===== src/sv/accel_magnitude_fir_threshold_core_defines.svh =====
// ----------------------------------------------------------------------------
// Assertion macros for the magnitude FIR threshold core
// Shared concurrent-assertion wrappers, clocked on clk, reset by rst_n.
// ----------------------------------------------------------------------------
`ifndef ACCEL_MAGNITUDE_FIR_THRESHOLD_CORE_DEFINES_SVH
`define ACCEL_MAGNITUDE_FIR_THRESHOLD_CORE_DEFINES_SVH

// same-cycle implication
`define AMFT_ASSERT_NOW(label, ante, cons) \
  label: assert property (@(posedge clk) disable iff (!rst_n) (ante) |-> (cons)) \
    else $error("amft: same-cycle check failed");

// next-cycle implication
`define AMFT_ASSERT_NEXT(label, ante, cons) \
  label: assert property (@(posedge clk) disable iff (!rst_n) (ante) |=> (cons)) \
    else $error("amft: next-cycle check failed");

`endif


===== src/sv/amft_pkg.sv =====
// ----------------------------------------------------------------------------
// amft_pkg
// Types, constants and coefficient lookup for the magnitude FIR threshold core.
// ----------------------------------------------------------------------------
package amft_pkg;

  typedef logic [8:0]  mag_t;
  typedef logic [19:0] coef_t;
  typedef logic [18:0] level_t;

  // magnitude unit result
  typedef struct packed {
    logic done;
    mag_t mag;
  } mag_res_t;

  localparam int       HALF_COEFS   = 23;
  localparam int       PROD_W       = 29;      // coef x magnitude
  localparam int       ACC_W        = 35;      // enough for up to 64 taps
  localparam int       LVL_W        = ACC_W + 10;
  localparam int       Q_FRAC       = 24;
  localparam int       MAG_SCALE    = 61;      // 0.000061 = 61 / 1e6
  localparam int       ROOT_DEN     = 1000000;
  localparam int       LEVEL_GAIN   = 1000;
  localparam level_t   LEVEL_MAX    = 19'h7FFFF;
  localparam level_t   THRESH_RESET = 19'd124500;

  // half of the symmetric low-pass, round(c * 2^24)
  localparam coef_t HALF_COEF [HALF_COEFS] = '{
    20'd4370,   20'd7855,   20'd14438,  20'd24130,  20'd37663,  20'd55749,
    20'd79037,  20'd108041, 20'd143084, 20'd184247, 20'd231321, 20'd283772,
    20'd340737, 20'd401023, 20'd463141, 20'd525353, 20'd585758, 20'd642366,
    20'd693205, 20'd736424, 20'd770400, 20'd793822, 20'd805769
  };

  function automatic coef_t coef_at(input int i, input int taps);
    int k;
    k = taps - 1 - i;
    if (i < k) k = i;
    if (k < 0 || k >= HALF_COEFS) return '0;
    return HALF_COEF[k];
  endfunction

endpackage


===== src/sv/amft_if.sv =====
// ----------------------------------------------------------------------------
// amft_if
// Valid/ready channels of the core: sample in, result out, threshold write.
// ----------------------------------------------------------------------------
interface amft_in_if;
  logic               valid;
  logic               ready;
  logic signed [15:0] accel_x;
  logic signed [15:0] accel_y;
  logic signed [15:0] accel_z;
  modport source (output valid, accel_x, accel_y, accel_z, input ready);
  modport sink   (input valid, accel_x, accel_y, accel_z, output ready);
endinterface

interface amft_out_if;
  logic        valid;
  logic        ready;
  logic [18:0] filtered_level;
  logic        detected;
  modport source (output valid, filtered_level, detected, input ready);
  modport sink   (input valid, filtered_level, detected, output ready);
endinterface

interface amft_cfg_if;
  logic        valid;
  logic        ready;
  logic [18:0] data;
  modport source (output valid, data, input ready);
  modport sink   (input valid, data, output ready);
endinterface


===== src/sv/amft_tap_cell.sv =====
// ----------------------------------------------------------------------------
// amft_tap_cell
// One delay-line cell: holds a magnitude, loads its neighbor's on enable.
// ----------------------------------------------------------------------------
module amft_tap_cell
  import amft_pkg::*;
(
  input  logic clk,
  input  logic rst_n,
  input  logic en,
  input  mag_t d,
  output mag_t q
);

  mag_t val_r;

  always_ff @(posedge clk) begin
    if (!rst_n) begin
      val_r <= '0;
    end else if (en) begin
      val_r <= d;
    end
  end

  assign q = val_r;

endmodule


===== src/sv/amft_tap_row.sv =====
// ----------------------------------------------------------------------------
// amft_tap_row
// Row of TAPS cells; each shift moves every entry one cell toward the tail.
// ----------------------------------------------------------------------------
module amft_tap_row
  import amft_pkg::*;
#(
  parameter int TAPS = 46
) (
  input  logic clk,
  input  logic rst_n,
  input  logic shift_en,
  input  mag_t head_in,
  output mag_t tail
);

  mag_t link [TAPS+1];

  assign link[0] = head_in;

  for (genvar i = 0; i < TAPS; i++) begin : g_cell
    amft_tap_cell u_cell (
      .clk   (clk),
      .rst_n (rst_n),
      .en    (shift_en),
      .d     (link[i]),
      .q     (link[i+1])
    );
  end

  assign tail = link[TAPS];

endmodule


===== src/sv/amft_mag_unit.sv =====
// ----------------------------------------------------------------------------
// amft_mag_unit
// floor(sqrt(sumsq * 61 / 1e6)): serial sum of squares, then a restoring root
// search that settles one bit per pass through M_TRY and M_CMP.
// ----------------------------------------------------------------------------
module amft_mag_unit
  import amft_pkg::*;
(
  input  logic               clk,
  input  logic               rst_n,
  input  logic               start,
  input  logic signed [15:0] accel_x,
  input  logic signed [15:0] accel_y,
  input  logic signed [15:0] accel_z,
  output mag_res_t           res
);

  typedef enum logic [4:0] {
    M_IDLE  = 5'b00001,
    M_SUMSQ = 5'b00010,
    M_SCALE = 5'b00100,
    M_TRY   = 5'b01000,
    M_CMP   = 5'b10000
  } mstate_t;

  mstate_t     state_r, state_nxt;
  logic [16:0] ax_r, ay_r, az_r;
  logic [1:0]  cnt_r;
  logic [31:0] sum_r;
  logic [37:0] tgt_r;
  logic [17:0] sq_r;
  logic [3:0]  bit_r;
  mag_t        m_r;
  logic        done_r;

  logic [16:0] sel;
  logic [33:0] sel_sq;
  mag_t        trial;
  logic [37:0] trial_scaled;

  function automatic logic [16:0] abs16(input logic signed [15:0] v);
    if (v[15]) return 17'h10000 - {1'b0, v};
    return {1'b0, v};
  endfunction

  always_comb begin
    unique case (cnt_r)
      2'd0:    sel = ax_r;
      2'd1:    sel = ay_r;
      default: sel = az_r;
    endcase
  end

  assign sel_sq       = sel * sel;
  assign trial        = m_r | mag_t'(9'd1 << bit_r);
  assign trial_scaled = 38'(sq_r) * 38'(ROOT_DEN);

  always_comb begin
    state_nxt = state_r;
    unique case (state_r)
      M_IDLE:  if (start) state_nxt = M_SUMSQ;
      M_SUMSQ: if (cnt_r == 2'd2) state_nxt = M_SCALE;
      M_SCALE: state_nxt = M_TRY;
      M_TRY:   state_nxt = M_CMP;
      M_CMP:   state_nxt = (bit_r == 4'd0) ? M_IDLE : M_TRY;
      default: state_nxt = M_IDLE;
    endcase
  end

  always_ff @(posedge clk) begin
    if (!rst_n) begin
      state_r <= M_IDLE;
      done_r  <= 1'b0;
    end else begin
      state_r <= state_nxt;
      done_r  <= (state_r == M_CMP) && (bit_r == 4'd0);
    end
  end

  always_ff @(posedge clk) begin
    unique case (state_r)
      M_IDLE: begin
        if (start) begin
          ax_r  <= abs16(accel_x);
          ay_r  <= abs16(accel_y);
          az_r  <= abs16(accel_z);
          cnt_r <= 2'd0;
          sum_r <= '0;
        end
      end
      M_SUMSQ: begin
        sum_r <= sum_r + sel_sq[31:0];
        cnt_r <= cnt_r + 2'd1;
      end
      M_SCALE: begin
        tgt_r <= 38'(sum_r) * 38'(MAG_SCALE);
        m_r   <= '0;
        bit_r <= 4'd8;
      end
      M_TRY: begin
        sq_r <= 18'(trial) * 18'(trial);
      end
      M_CMP: begin
        if (trial_scaled <= tgt_r) m_r <= trial;
        if (bit_r != 4'd0) bit_r <= bit_r - 4'd1;
      end
      default: ;
    endcase
  end

  assign res.done = done_r;
  assign res.mag  = m_r;

endmodule


===== src/sv/accel_magnitude_fir_threshold_core.sv =====
// A new sample is taken only in S_IDLE, so the serial magnitude unit and the
//   serial MAC walk over the tap row finish before the next sample enters.
// Reset (rst_n, sync, active low): tap row cleared to zero, threshold back to
//   124500, FSMs idle, output channel empty.
// ----------------------------------------------------------------------------
// accel_magnitude_fir_threshold_core
// Accelerometer magnitude, symmetric low-pass FIR and threshold detector.
// ----------------------------------------------------------------------------
`include "accel_magnitude_fir_threshold_core_defines.svh"

module accel_magnitude_fir_threshold_core
  import amft_pkg::*;
#(
  parameter int TAPS = 46
) (
  input  logic       clk,
  input  logic       rst_n,
  amft_in_if.sink    in_ch,
  amft_out_if.source out_ch,
  amft_cfg_if.sink   cfg_ch
);

  localparam int IDX_W = $clog2(TAPS + 1);
  localparam logic [IDX_W-1:0] LAST_IDX = IDX_W'(TAPS);

  // Top sequencer: wait for magnitude, shift it in, rotate the row once
  // around through the shared MAC, scale, then hand off to the output reg.
  typedef enum logic [4:0] {
    S_IDLE  = 5'b00001,
    S_MAG   = 5'b00010,
    S_MAC   = 5'b00100,
    S_SCALE = 5'b01000,
    S_EMIT  = 5'b10000
  } state_t;

  state_t             state_r, state_nxt;
  level_t             thresh_r;
  logic [IDX_W-1:0]   mac_idx_r;
  logic [PROD_W-1:0]  prod_r;
  logic               pv_r;
  logic [ACC_W-1:0]   acc_r;
  logic [LVL_W-1:0]   lvl_full_r;
  logic               out_valid_r;
  level_t             out_level_r;
  logic               out_det_r;

  mag_res_t           mag_res;
  logic               mag_start;
  logic               shift_en;
  mag_t               head_in;
  mag_t               tail;
  logic               emit_go;
  level_t             level;

  // ---- configuration: threshold register, always writable ----
  assign cfg_ch.ready = 1'b1;

  always_ff @(posedge clk) begin
    if (!rst_n) begin
      thresh_r <= THRESH_RESET;
    end else if (cfg_ch.valid) begin
      thresh_r <= cfg_ch.data;
    end
  end

  // ---- input side ----
  assign in_ch.ready = (state_r == S_IDLE);
  assign mag_start   = in_ch.valid && in_ch.ready;

  amft_mag_unit u_mag (
    .clk     (clk),
    .rst_n   (rst_n),
    .start   (mag_start),
    .accel_x (in_ch.accel_x),
    .accel_y (in_ch.accel_y),
    .accel_z (in_ch.accel_z),
    .res     (mag_res)
  );

  // ---- tap row ----
  // New magnitude enters at the head once. During the MAC walk the tail
  // wraps back to the head, so after TAPS shifts the row is restored.
  // At walk step j the tail holds tap TAPS-1-j; the taps are symmetric,
  // so coefficient j applies.
  assign shift_en = ((state_r == S_MAG) && mag_res.done) ||
                    ((state_r == S_MAC) && (mac_idx_r != LAST_IDX));
  assign head_in  = (state_r == S_MAG) ? mag_res.mag : tail;

  amft_tap_row #(
    .TAPS (TAPS)
  ) u_row (
    .clk      (clk),
    .rst_n    (rst_n),
    .shift_en (shift_en),
    .head_in  (head_in),
    .tail     (tail)
  );

  // ---- sequencer ----
  assign emit_go = !out_valid_r || out_ch.ready;

  always_comb begin
    state_nxt = state_r;
    unique case (state_r)
      S_IDLE:  if (mag_start) state_nxt = S_MAG;
      S_MAG:   if (mag_res.done) state_nxt = S_MAC;
      S_MAC:   if (mac_idx_r == LAST_IDX) state_nxt = S_SCALE;
      S_SCALE: state_nxt = S_EMIT;
      S_EMIT:  if (emit_go) state_nxt = S_IDLE;
      default: state_nxt = S_IDLE;
    endcase
  end

  always_ff @(posedge clk) begin
    if (!rst_n) begin
      state_r   <= S_IDLE;
      pv_r      <= 1'b0;
      mac_idx_r <= '0;
    end else begin
      state_r <= state_nxt;
      if ((state_r == S_MAG) && mag_res.done) begin
        mac_idx_r <= '0;
        pv_r      <= 1'b0;
      end else if (state_r == S_MAC) begin
        pv_r <= (mac_idx_r != LAST_IDX);
        if (mac_idx_r != LAST_IDX) mac_idx_r <= mac_idx_r + IDX_W'(1);
      end else begin
        pv_r <= 1'b0;
      end
    end
  end

  // ---- shared MAC: product registered, accumulated in the cycle after ----
  always_ff @(posedge clk) begin
    if ((state_r == S_MAG) && mag_res.done) begin
      acc_r <= '0;
    end else if (state_r == S_MAC) begin
      if (mac_idx_r != LAST_IDX) begin
        prod_r <= PROD_W'(coef_at(int'(mac_idx_r), TAPS)) * PROD_W'(tail);
      end
      if (pv_r) acc_r <= acc_r + ACC_W'(prod_r);
    end
  end

  // ---- scale by 1000 from Q11.24, then truncate and saturate ----
  always_ff @(posedge clk) begin
    if (state_r == S_SCALE) begin
      lvl_full_r <= LVL_W'(acc_r) * LVL_W'(LEVEL_GAIN);
    end
  end

  always_comb begin
    if (lvl_full_r[LVL_W-1:Q_FRAC+19] != '0) level = LEVEL_MAX;
    else                                      level = lvl_full_r[Q_FRAC+18:Q_FRAC];
  end

  // ---- output register: next sample may start while this one waits ----
  always_ff @(posedge clk) begin
    if (!rst_n) begin
      out_valid_r <= 1'b0;
    end else if ((state_r == S_EMIT) && emit_go) begin
      out_valid_r <= 1'b1;
    end else if (out_ch.ready) begin
      out_valid_r <= 1'b0;
    end
  end

  always_ff @(posedge clk) begin
    if ((state_r == S_EMIT) && emit_go) begin
      out_det_r   <= (level >= thresh_r);
      out_level_r <= (level >= thresh_r) ? level : '0;
    end
  end

  assign out_ch.valid          = out_valid_r;
  assign out_ch.filtered_level = out_level_r;
  assign out_ch.detected       = out_det_r;

  // ---- checks ----
  `AMFT_ASSERT_NOW(a_mag_done_in_mag, mag_res.done, state_r == S_MAG)
  `AMFT_ASSERT_NOW(a_below_is_zero, out_valid_r && !out_det_r, out_level_r == '0)
  `AMFT_ASSERT_NEXT(a_walk_complete, (state_r == S_MAC) && (state_nxt == S_SCALE), !pv_r)

endmodule

===== src/flat_wrapper.sv =====
// flat-port wrapper written by rule: the top's interface ports become plain ports
module accel_magnitude_fir_threshold_core_flat import amft_pkg::*;
#(
  parameter int TAPS = 46
)
  (clk, rst_n, in_ch_valid, in_ch_accel_x, in_ch_accel_y, in_ch_accel_z, in_ch_ready, out_ch_valid, out_ch_filtered_level, out_ch_detected, out_ch_ready, cfg_ch_valid, cfg_ch_data, cfg_ch_ready);
  amft_in_if in_ch_i ();
  amft_out_if out_ch_i ();
  amft_cfg_if cfg_ch_i ();
  input  logic clk;
  input  logic rst_n;
  input wire logic [$bits(in_ch_i.valid)-1:0] in_ch_valid;
  input wire logic [$bits(in_ch_i.accel_x)-1:0] in_ch_accel_x;
  input wire logic [$bits(in_ch_i.accel_y)-1:0] in_ch_accel_y;
  input wire logic [$bits(in_ch_i.accel_z)-1:0] in_ch_accel_z;
  output wire logic [$bits(in_ch_i.ready)-1:0] in_ch_ready;
  output wire logic [$bits(out_ch_i.valid)-1:0] out_ch_valid;
  output wire logic [$bits(out_ch_i.filtered_level)-1:0] out_ch_filtered_level;
  output wire logic [$bits(out_ch_i.detected)-1:0] out_ch_detected;
  input wire logic [$bits(out_ch_i.ready)-1:0] out_ch_ready;
  input wire logic [$bits(cfg_ch_i.valid)-1:0] cfg_ch_valid;
  input wire logic [$bits(cfg_ch_i.data)-1:0] cfg_ch_data;
  output wire logic [$bits(cfg_ch_i.ready)-1:0] cfg_ch_ready;
  assign in_ch_i.valid = in_ch_valid;
  assign in_ch_i.accel_x = in_ch_accel_x;
  assign in_ch_i.accel_y = in_ch_accel_y;
  assign in_ch_i.accel_z = in_ch_accel_z;
  assign in_ch_ready = in_ch_i.ready;
  assign out_ch_valid = out_ch_i.valid;
  assign out_ch_filtered_level = out_ch_i.filtered_level;
  assign out_ch_detected = out_ch_i.detected;
  assign out_ch_i.ready = out_ch_ready;
  assign cfg_ch_i.valid = cfg_ch_valid;
  assign cfg_ch_i.data = cfg_ch_data;
  assign cfg_ch_ready = cfg_ch_i.ready;
  accel_magnitude_fir_threshold_core #(.TAPS(TAPS)) u_core (.clk(clk), .rst_n(rst_n), .in_ch(in_ch_i), .out_ch(out_ch_i), .cfg_ch(cfg_ch_i));
endmodule

===== config.mk =====
export PLATFORM = sky130hd
export DESIGN_NAME = accel_magnitude_fir_threshold_core_flat
export DESIGN_NICKNAME = d
export VERILOG_FILES = /design/src/sv/amft_pkg.sv /design/src/sv/amft_if.sv /design/src/sv/amft_tap_cell.sv /design/src/sv/amft_tap_row.sv /design/src/sv/amft_mag_unit.sv /design/src/sv/accel_magnitude_fir_threshold_core.sv /design/src/flat_wrapper.sv
export VERILOG_INCLUDE_DIRS = /design/src /design/src/sv
export SDC_FILE = /design/constraint.sdc
export NUM_CORES = 2
export LEC_CHECK = 0
export BUFFER_PORTS_ARGS = -buffer_cell sky130_fd_sc_hd__buf_2
export CORE_UTILIZATION = 30
export DETAILED_ROUTE_END_ITERATION = 8
export SLEW_MARGIN = 20
export SYNTH_ARGS = -nofsm -noshare
export SYNTH_HDL_FRONTEND = slang
export SYNTH_SLANG_ARGS = --single-unit

===== constraint.sdc =====
create_clock -name clk -period 8.4 [get_ports clk]
set_input_delay 0.84 -clock clk [delete_from_list [all_inputs] [get_ports clk]]
set_output_delay 0.84 -clock clk [all_outputs]
set_load 0.01 [all_outputs]

==> key figures <==
Yosys
  – Post-synth top area cell: fa_1
  – Synth top cells by count: 1,158 x nand2_1, 910 x inv_1, 664 x fa_1, 621 x a21oi_1, 557 x ha_1
  – Cells after Synth: 6,304
  – Number of synthesized flops with an enable pin: 223
  – Register area share after synthesis: 0.2841
  – Mean area per synthesized cell: 9.184 um2
  – Count leader, synth: nand2_1
  – Synth top area cells: fa_1 23%, dfxtp_1 17%, ha_1 12%
  – Mapped Area: 0.05789 mm2
  – Post-synth ARST share: 0
  – Netlist cell types: 93
  – Top cell type's share of synthesized area: 0.2296
  – Ys flop type: dfxtp_1
  – FF+latch count, synth: 710
  – Yosys warnings: 0

CTS
  – CTS H-Tree Depth: 3
  – CTS sink cnt: 710
  – CTS tree: yes
  – Root Buffer: clkbuf_16
  – Num CTS Buffers: 80
  – Skew-Pair Late Insertion Delay: 0.69 ns
  – CTS hold repair buffers: 0
  – Clock-pin slew on the worst setup and hold paths: 0.06 ns
  – Deepest clock path buffer count: 3

Floorplan
  – Chip width: 441.3 um
  – Die Y-Extent: 441.3 um
  – FP Rows: 160
  – Die footprint: 0.1947 mm2
  – I/O Pins: 95
  – Starting Density: 0.3031
  – Core area: 0.1910 mm2

Timing
  – Final critical-path share of the clock period: 0.9420
  – Clock skew: 0.05109 ns
  – Final setup vio count: 0
  – Fin crit period: 7.912 ns
  – Slew @ Worst Pin: 1.124 ns
  – Max-Slew Margin vs Limit: 0.2310
  – Final WS setup: 0.4876 ns
  – Final hold violations: 0
  – F_max: 0.1264 GHz
  – RSZ-0062 raised after global routing: no
  – Max-slew violations: 0
  – Post-route setup TNS: 0 ns

Worst setup path
  – CP endpoint kind: register
  – Crit. Startpoint: u_core.u_mag.cnt_r[0]$_SDFFCE_PN0P_
  – Minimum setup slack among reg-to-reg paths: 0.49 ns
  – Critical path peak fanout: 13
  – CP max stage cell: fa_1
  – Critical Path AT: 8.40 ns
  – WP data required: 8.88 ns
  – Worst r2r src: u_core.u_mag.cnt_r[0]$_SDFFCE_PN0P_
  – Worst-case reg-to-reg path depth: 26
  – Critical path class: reg -> reg
  – Worst Setup Start Kind: register
  – CP bufs+invs: 6
  – Endpoint of the worst register-to-register path: u_core.u_mag.sum_r[31]$_SDFFCE_PN0P_
  – Max incr delay on CP: 0.56 ns
  – Crit path top cell by count: fa_1
  – Critical path's top delay family: adder cells

Pwr
  – Peak supply drop: 968.8 uV
  – Leak: 28.46 nW
  – Power per cell area: 385.7 mW/mm2

Detailed routing
  – Final ANT Viol Nets: 0
  – Vias per inst: 4.625
  – DRC violations left: 0
  – WL/cell: 13.54 um
  – Pre-antenna DRT Iters: 5
  – Initial DRC count: 2,267
  – Final WL: 120.6 mm
  – Via count: 41,200

Finish
  – Layout area overhead: 10.48%
  – # diodes: 0
  – Utilization after layout: 0.3349
  – Final #Nets: 7,629
  – Fraction of layout cells with a size suffix above 1: 0.05595

Global route
  – Initial antenna violation count: 0
  – First-pass GRT wire length: 204.6 mm
  – Largest net degree at the start of global routing: 229
  – Vias in the first global route: 41,650
  – GRT Total Usage: 0.1253
  – Global route overflow: 0

Hold path
  – Hold_sp: cfg_ch_data[9]
  – HP Class: in -> reg
  – Hold depth: 3
  – Worst Hold End: u_core.thresh_r[9]$_SDFFE_PN1P_

Run
  – Max cap viols: 0

Placed design
  – Place WS: 0.06391 ns
  – GP Congestion: 0.8378
  – Port Buffer Count: 93
  – DP HPWL: 91.44 mm

Status
  – Outcome: completed
[routing by layer]
layer / global-route usage / up-vias / wire length, um
met4: 0.03504 / 0 / 3132
met2: 0.2114 / 599 / 56480
met5: 0 / - / 0
met3: 0.02042 / 178 / 4717
li1: - / 20460 / -
met1: 0.1646 / 19960 / 56270
[power breakdown]
part           switching (mW)  leakage (nW)  internal, mW
combinational            9.74          21.3          7.57
sequential             0.0954          5.92          3.84
clock                    1.50          1.26          1.92
[per-stage QoR]
stage / power (mW) / cell area [um2] / cells / hold slack (ns)
2_1_floorplan: 17.75 / 57910 / 6307 / 0.4321
3_3_place_gp: 21.01 / 61310 / 8764 / 0.4378
3_5_place_dp: 21.26 / 61310 / 8764 / 0.4434
4_1_cts: 24.87 / 63880 / 8908 / 0.3018
5_1_grt: 27.41 / 63960 / 8909 / 0.3447
6_report: 24.67 / 63960 / 8909 / 0.3685
[flip-flops by register name, indices dropped and copies added, names as in the netlist, 2 cells and up]
| signal | flops |
|---|---|
| u_core.u_row.g_cell.u_cell.q | 414 |
| u_core.u_mag.tgt_r | 38 |
| u_core.acc_r | 35 |
| u_core.u_mag.sum_r | 32 |
| u_core.prod_r | 29 |
| u_core.lvl_full_r | 21 |
| u_core.out_ch.filtered_level | 19 |
| u_core.thresh_r | 19 |
| u_core.u_mag.ax_r | 17 |
| u_core.u_mag.ay_r | 17 |
| u_core.u_mag.az_r | 17 |
| u_core.u_mag.sq_r | 17 |
| u_core.u_mag.m_r | 9 |
| u_core.mac_idx_r | 6 |
| u_core.state_r | 5 |
| u_core.u_mag.state_r | 5 |
| u_core.u_mag.bit_r | 4 |
| u_core.u_mag.cnt_r | 2 |
[cell usage in the layout, fill, tap and decap left out, types with 19 or more instances in the layout]
cell type,instances
o21ai_0,115
buf_4,79
nand2_1,1158
fa_1,664
o31ai_1,20
dfxtp_1,486
nand4_1,24
inv_1,909
buf_2,93
nor2_1,321
clkbuf_1,19
a21oi_1,620
clkbuf_16,82
nand3_1,56
nand2b_1,33
ha_1,556
xor2_1,56
o21a_1,32
nor2b_1,64
edfxtp_1,223
and3_1,24
xnor2_1,159
nor3_1,46
o211ai_1,20
a21o_1,101
and2_1,69
a211oi_1,29
[worst min-delay path: cells and delay by family]
kind                   cells  cell delay (ns)
buffers and inverters      1             0.08
AO/OA/AOI/OAI              1             0.06
AND/OR/NAND/NOR            1             0.04
[cell families after synthesis]
group	share of synthesized area
mux	0.003393
other cells	0.0001297
flops	0.2841
buf+inv	0.07599
fa+ha+maj	0.3500
xor+xnor	0.03281
compound gates	0.1148
simple gates	0.1389
[final cells by class]
class                           instances  area [um2]
Multi-Input combinational cell       4449       37200
Clock buffer                          109        2233
Timing Repair Buffer                  177        1150
Fill cell                           19590      127000
Clock inverter                         35       337.8
Tap cell                             2511        3142
Inverter                              918        3455
Sequential cell                       710       16450
[how the worst max path moves through the flow]
stage	cells after the start	to	slack, ns
final	26	u_core.u_mag.sum_r[31]$_SDFFCE_PN0P_	0.49
after global routing	26	u_core.u_mag.sum_r[31]$_SDFFCE_PN0P_	0.05
after CTS	23	u_core.u_mag.sum_r[31]$_SDFFCE_PN0P_	0.02
after detailed placement	23	u_core.u_mag.sum_r[31]$_SDFFCE_PN0P_	0.06
after global placement	24	u_core.u_mag.sum_r[31]$_SDFFCE_PN0P_	0.19
after floorplan	32	u_core.prod_r[28]$_DFFE_PP_	0.63
[timing repair]
action,CTS,global route
setup endpoints to repair,0,12
resized for setup,0,16
endpoints found under the hold margin,0,0
setup buffers,0,1
Power figures use the tool's default switching activity.
